--- src/hdl/utf16_utf8_offset_map_defines.svh ---
// ----------------------------------------------------------------------------
// UTF-16 to UTF-8 offset map: assertion macros
// Shared assertion wrappers, clocked on clk and disabled while rst is high.
// ----------------------------------------------------------------------------
`ifndef UTF16_UTF8_OFFSET_MAP_DEFINES_SVH
`define UTF16_UTF8_OFFSET_MAP_DEFINES_SVH

// A property that must hold at every clock edge outside reset.
`define UOM_ASSERT(lbl, prop, msg) \
  lbl: assert property (@(posedge clk) disable iff (rst) prop) else $error(msg);

// A condition that must be followed by another one in the next cycle.
`define UOM_ASSERT_NEXT(lbl, ante, cons, msg) \
  lbl: assert property (@(posedge clk) disable iff (rst) (ante) |=> (cons)) else $error(msg);

`endif

--- src/hdl/uom_pkg.sv ---
// ----------------------------------------------------------------------------
// UTF-16 to UTF-8 offset map: package
// Command codes, surrogate limits and the controller/datapath interface types.
// ----------------------------------------------------------------------------
package uom_pkg;

  localparam int unsigned DEF_MAX_UNITS = 1024;

  localparam logic [2:0] MODE_START     = 3'd0;
  localparam logic [2:0] MODE_APPEND    = 3'd1;
  localparam logic [2:0] MODE_END       = 3'd2;
  localparam logic [2:0] MODE_U8_TO_U16 = 3'd3;
  localparam logic [2:0] MODE_U16_TO_U8 = 3'd4;

  localparam logic [15:0] HI_SURR_LO     = 16'hd800;
  localparam logic [15:0] HI_SURR_HI     = 16'hdbff;
  localparam logic [15:0] LO_SURR_LO     = 16'hdc00;
  localparam logic [15:0] LO_SURR_HI     = 16'hdfff;
  localparam logic [15:0] ONE_BYTE_MAX   = 16'h007f;
  localparam logic [15:0] TWO_BYTE_MAX   = 16'h07ff;

  localparam logic [2:0] LONE_SURR_BYTES = 3'd3;
  localparam logic [2:0] PAIR_BYTES      = 3'd4;

  // Commands from the controller to the datapath.
  typedef struct packed {
    logic latch;       // capture the input transaction
    logic decode;      // first cycle of a transaction
    logic clear;       // start a new string
    logic flush_load;  // load the byte run of a pending high surrogate
    logic emit_step;   // write one byte-table entry
    logic mark;        // record the unit's byte offset and count it
    logic mark_load;   // load the byte run of the unit just marked
    logic rd_query;    // issue the table reads of a query
  } cmd_t;

  // Status from the datapath to the controller.
  typedef struct packed {
    logic [2:0] mode;
    logic       full;
    logic       pending;
    logic       cu_low;
    logic       nb_zero;
    logic       emit_last;
  } stat_t;

  // UTF-8 length of a single unit; a high surrogate emits nothing yet.
  function automatic logic [2:0] byte_len(input logic [15:0] cu);
    logic [2:0] n;
    if (cu >= HI_SURR_LO && cu <= HI_SURR_HI) begin
      n = 3'd0;
    end else if (cu <= ONE_BYTE_MAX) begin
      n = 3'd1;
    end else if (cu <= TWO_BYTE_MAX) begin
      n = 3'd2;
    end else begin
      n = 3'd3;
    end
    return n;
  endfunction

endpackage

--- src/hdl/uom_ctrl.sv ---
// ----------------------------------------------------------------------------
// UTF-16 to UTF-8 offset map: controller
// Sequences each transaction through decode, byte writes, marking and result.
// ----------------------------------------------------------------------------
`include "utf16_utf8_offset_map_defines.svh"

module uom_ctrl (
  input  logic           clk,
  input  logic           rst,
  input  logic           start,
  output logic           busy,
  output logic           done,
  input  uom_pkg::stat_t stat,
  output uom_pkg::cmd_t  cmd
);

  localparam logic [2:0] S_IDLE     = 3'd0;
  localparam logic [2:0] S_DISPATCH = 3'd1;
  localparam logic [2:0] S_FLUSH    = 3'd2;
  localparam logic [2:0] S_MARK     = 3'd3;
  localparam logic [2:0] S_EMIT     = 3'd4;
  localparam logic [2:0] S_DONE     = 3'd5;

  logic [2:0] state, state_next;
  logic       pair, pair_next;

  assign busy = !(state == S_IDLE || state == S_DONE);
  assign done = (state == S_DONE);

  always_comb begin
    state_next = state;
    pair_next  = pair;
    cmd        = '0;
    cmd.latch  = start && !busy;
    unique case (state)
      S_IDLE: begin
        if (start) begin
          state_next = S_DISPATCH;
        end
      end
      S_DISPATCH: begin
        cmd.decode = 1'b1;
        pair_next  = 1'b0;
        state_next = S_DONE;
        unique case (stat.mode)
          uom_pkg::MODE_START: begin
            cmd.clear = 1'b1;
          end
          uom_pkg::MODE_APPEND: begin
            if (!stat.full) begin
              if (stat.pending) begin
                cmd.flush_load = 1'b1;
                if (stat.cu_low) begin
                  // Surrogate pair: mark first, then write all four bytes.
                  pair_next  = 1'b1;
                  state_next = S_MARK;
                end else begin
                  state_next = S_FLUSH;
                end
              end else begin
                state_next = S_MARK;
              end
            end
          end
          uom_pkg::MODE_END: begin
            if (stat.pending) begin
              cmd.flush_load = 1'b1;
              state_next     = S_EMIT;
            end
          end
          uom_pkg::MODE_U8_TO_U16, uom_pkg::MODE_U16_TO_U8: begin
            cmd.rd_query = 1'b1;
          end
          default: begin
          end
        endcase
      end
      S_FLUSH: begin
        cmd.emit_step = 1'b1;
        if (stat.emit_last) begin
          state_next = S_MARK;
        end
      end
      S_MARK: begin
        cmd.mark = 1'b1;
        if (pair) begin
          state_next = S_EMIT;
        end else begin
          cmd.mark_load = 1'b1;
          state_next    = stat.nb_zero ? S_DONE : S_EMIT;
        end
      end
      S_EMIT: begin
        cmd.emit_step = 1'b1;
        if (stat.emit_last) begin
          state_next = S_DONE;
        end
      end
      S_DONE: begin
        state_next = start ? S_DISPATCH : S_IDLE;
      end
      default: begin
        state_next = S_IDLE;
      end
    endcase
  end

  always_ff @(posedge clk) begin
    if (rst) begin
      state <= S_IDLE;
      pair  <= 1'b0;
    end else begin
      state <= state_next;
      pair  <= pair_next;
    end
  end

  `UOM_ASSERT_NEXT(a_done_single, done, !done, "result strobe lasted more than one cycle")
  `UOM_ASSERT_NEXT(a_drop_quick, state == S_DISPATCH && stat.mode == uom_pkg::MODE_APPEND && stat.full, done, "dropped unit did not complete at once")

endmodule

--- config.mk ---
export PLATFORM = sky130hd
export DESIGN_NAME = uom_ctrl
export DESIGN_NICKNAME = d
export VERILOG_FILES = /design/src/hdl/uom_pkg.sv /design/src/hdl/uom_ctrl.sv
export VERILOG_INCLUDE_DIRS = /design/src /design/src/hdl
export SDC_FILE = /design/constraint.sdc
export NUM_CORES = 1
export LEC_CHECK = 0
export ABC_AREA = 1
export BUFFER_PORTS_ARGS = -buffer_cell sky130_fd_sc_hd__buf_4
export CORE_AREA = 5 5 42 44
export CTS_CLUSTER_DIAMETER = 150
export DETAILED_ROUTE_END_ITERATION = 6
export DIE_AREA = 0 0 47 49
export HOLD_SLACK_MARGIN = 0.1
export SETUP_SLACK_MARGIN = 0.02
export SYNTH_ARGS = -nofsm -noshare
export SYNTH_HDL_FRONTEND = slang
export SYNTH_SLANG_ARGS = --single-unit
--- constraint.sdc ---
create_clock -name clk -period 1 [get_ports clk]
set_input_delay 0.05 -clock clk [delete_from_list [all_inputs] [get_ports clk]]
set_output_delay 0.05 -clock clk [all_outputs]
set_load 0.02 [all_outputs]
# After elaboration in Yosys (flattened, before gate mapping)
# Cells that the tools add are included.
dict set report word_totals {
  reg_bits 4
}
dict set report op_classes {
  eq_ne 12
  muxes 26
  reduce_logical 8
}
# cell count
set ops {}
lappend ops {{$mux W3} 6}
lappend ops {{$pmux W3 S6} 1}
lappend ops {{$mux W1} 16}
lappend ops {{$eq A3 B2 Y1 const B} 4}
lappend ops {{$eq A3 B3 Y1 const B} 3}
lappend ops {{$eq A3 B1 Y1 const B} 2}
lappend ops {{$logic_not A3 Y1} 2}
lappend ops {{$ne A2 B2 Y1 const B} 3}
lappend ops {{$pmux W3 S2} 1}
lappend ops {{$reduce_or A2 Y1} 2}
lappend ops {{$reduce_and A3 Y1} 1}
lappend ops {{$mux W2} 1}
lappend ops {{$pmux W1 S2} 1}
lappend ops {{$logic_and A1 B1 Y1} 1}
lappend ops {{$logic_not A1 Y1} 1}
lappend ops {{$logic_or A1 B1 Y1} 1}

# Logic depth before layout (Yosys ltp)
dict set report logic_depth {
  depth_word 5
  ltp_mapped 9
  depth_no_buf 9
}

# Worst setup path after synthesis
# Ideal clock, no wire load.
dict set report synth_path {
  kind {register -> output}
  start {register state[2]}
  end {output port cmd[5] (netlist bit)}
  arrival_time_ps 1201
  t_required_ps 950
  slack_ps -251
  stages_incl_launch_ff 4
  path_buffers 0
  cell_sequence {dfxtp_1 -> inv_1 -> nand3_2 -> nor4_1}
}
# item line_no
set synth_rtl {}
lappend synth_rtl {{start: declaration} uom_ctrl.sv:24} ;# logic [2:0] state, state_next;
lappend synth_rtl {{start signal: assignment} uom_ctrl.sv:113} ;# state <= state_next;
lappend synth_rtl {{end: declaration} uom_ctrl.sv:14} ;# output uom_pkg::cmd_t cmd

==> out/metrics.csv <==
metric,value,unit
synth_top_area_cell,dfxtp_1,
fin_skew,0.00231,ns
cp.depth,4,
yosysWarnings,0,
syn_area,347,sq um
final_cell_mix,"26 x buf_4, 12 x nand2_1, 8 x inv_1, 8 x buf_6",
drv_slew,0,
ys_seq_area_share,23.1,%
grt-ovfl-total,0,
die_area,0.00230,sq mm
insertedDiodeCount,0,
relSlewSlack,84.4,%
cts_made_buffers,3,
hpwl,878,um
drt_iter0_drc,7,
worst_setup_path_end_kind,primary output,
timing.fmax,0.831,GHz
grt_start_max_net_pins,7,
syn_inst,60,
layout_commonest_cell,buf_4,
grt_usage,11.0,%
synth_compound_area_share,11.6,%
p_comb_share,56.4,%
max_stage_delay,0.34,ns
dr.pass1.iters,4,
clock_path_buffers,2,
cp-start-kind,register,
critPathKind,register to primary output,
fp.dieH,49,um
viasPerCell,4.30,
utilization,54.3,%
wl_per_cell,9.42,um
hold_path.class,primary input to register,
netlist.area_leader.share,23.1,%
cts_tree,built,
antenna_found_initial,0,
path_cells,inv_4 -> nand3_4 -> a2111oi_4 -> buf_4,
critPathMaxFanout,5,
power,930,uW
cell_internal_pwr,600,uW
clock_sinks,4,
p_per_area,1220,mW/mm^2
finalInstanceArea,761,sq um
placed_area,616,sq um
clkTransAtPathRegs,0.04,ns
pwr-share-seq,21.9,%
critical_path_required,0.95,ns
core,0.00140,sq mm
dp_slack,-0.0963,ns
die_x,47,um
regToRegStartpoint,state[0],
worst_slack,-0.203,ns
finalSetupViolCount,14,
startpoint,state[2],
grt_pass1_vias,481,
grt_pass1_wl,1810,um
synthesis.nets,71,
synth_xor_area_share,0,%
rsz0062_at_grt,true,
htree_levels,1,
crit_buf_inv,2,
globalplace.congestion,0.683,
max-cap-violations,0,
synth_top_family_by_area,simple AND/OR/NAND/NOR gates,
p_clk_share,21.6,%
violations,setup timing,
synthDistinctLibCells,15,
cpMaxStageDelayCell,dfxtp_2,
initial_core_util,24.7,%
critPathTopFamily,flip-flops,
min_period,1.20,ns
avgSynthCellArea,5.78,sq um
synth_fa_ha_area_share,0,%
regToRegEndpoint,state[0],
status,"finished, violations left",
drive_above_1_share,62.6,%
stdcell_count,115,
arrival,1.15,ns
r2r_slack,-0.16,ns
final_hold_viol_count,0,
synth_mux_area_share,0,%
cp-endpoint,cmd[0],
peakVddDrop,0.000839,V
port_buffers,20,
worst-r2r-cell-count,8,
clkLatencyLatePin,0.23,ns
swShare,35.5,%
leakage,0.000400,uW
tightestPinTransition,0.234,ns
synth-simple-area-share,50.2,%
drcViolationCount,0,
placedCellCount,106,
syn_to_final_growth,119,%
synth_seq_cells,4,
nFillCells,141,
vias,494,
std_cell_rows,14,
num_io_pins,21,
p_switching,330,uW
ant_nets,0,
drt-total-wl,1080,um
fin_crit_sh,120,%
clockRootBuffer,clkbuf_4,
yosys-top-cells-area,"dfxtp_1 23%, nand2_1 17%, inv_1 15%",
fin_nets,112,
-- synth_stat cells --
| cell type | n |
|---|---|
| nor2_2 | 4 |
| dfxtp_1 | 4 |
| nand2_2 | 1 |
| nand3_1 | 4 |
| a21oi_1 | 4 |
| nor4_1 | 1 |
| a2111oi_2 | 1 |
| o21ai_1 | 1 |
| inv_1 | 14 |
| nand3_2 | 1 |
| nand2_1 | 16 |
| nor2_1 | 6 |
| nand3b_1 | 1 |
| nor3_1 | 1 |
| nand3b_2 | 1 |
-- logic make-up (layout without fill, tap and decap cells) --
logic type,Yosys count,count (layout)
simple gates,36,36
flops,4,4
buf+inv,14,53
compound gates,6,6
-- worst min-delay path, stage by stage --
cell     delay, ns
buf_4         0.12
nand3_1       0.07
a21oi_1       0.05
-- area by class of cell --
class | instances | area, sq um | share of cell area (%)
Tap cell | 16 | 20.0 | 2.63
Multi-Input combinational cell | 42 | 267 | 35.0
Sequential cell | 4 | 88.8 | 11.7
Clock buffer | 3 | 22.5 | 2.96
Timing Repair Buffer | 36 | 305 | 40.1
Inverter | 14 | 57.6 | 7.57
-- timing repair --
| action | in CTS | in global routing |
|---|---|---|
| pin swaps | 7 | 5 |
| hold buffers | 2 | 0 |
| endpoints found under the setup margin | 14 | 14 |
| gates resized for setup | 16 | 9 |
| cloned | 0 | 0 |
| endpoints found under the hold margin | 4 | 0 |
| setup buffers | 2 | 2 |
-- worst min-delay path by stage --
stage | from | to | slack, ns | cells past startpoint
6_report | stat[3] | pair | 0.10 | 3
3_3_place_gp | rst | state[0] | 0.24 | 2
2_1_floorplan | rst | state[0] | 0.11 | 1
3_5_place_dp | rst | state[0] | 0.24 | 2
4_1_cts | stat[3] | pair | 0.10 | 3
5_1_grt | stat[3] | pair | 0.14 | 3
-- stage by stage --
step / setup TNS [ns] / hold slack (ns)
floorplan: -0.0677 / 0.109
global placement: -0.203 / 0.238
detailed placement: -0.332 / 0.241
CTS: -1.77 / 0.101
global route: -2.70 / 0.137
finish: -1.76 / 0.102
-- flip-flops by register name (all words and copies together), names as in the netlist --
signal,cells
state,3
pair,1
-- routing by layer --
| metal | global-route usage, % | share of wire (%) |
|---|---|---|
| met4 | 8.29 | 0 |
| met1 | 12.0 | 41 |
| met2 | 16.7 | 54 |
| met5 | 0 | 0 |
| met3 | 3.69 | 5.2 |
-- power by group through the flow --
| stage | Combinational [uW] | Clock, uW | Sequential (uW) |
|---|---|---|---|
| 3_3_place_gp | 397 | 0 | 197 |
| 3_5_place_dp | 399 | 0 | 198 |
| 6_report | 525 | 201 | 204 |
| 2_1_floorplan | 198 | 0 | 195 |
| 5_1_grt | 567 | 220 | 207 |
| 4_1_cts | 487 | 206 | 202 |
(Power assumes the default switching activity.)
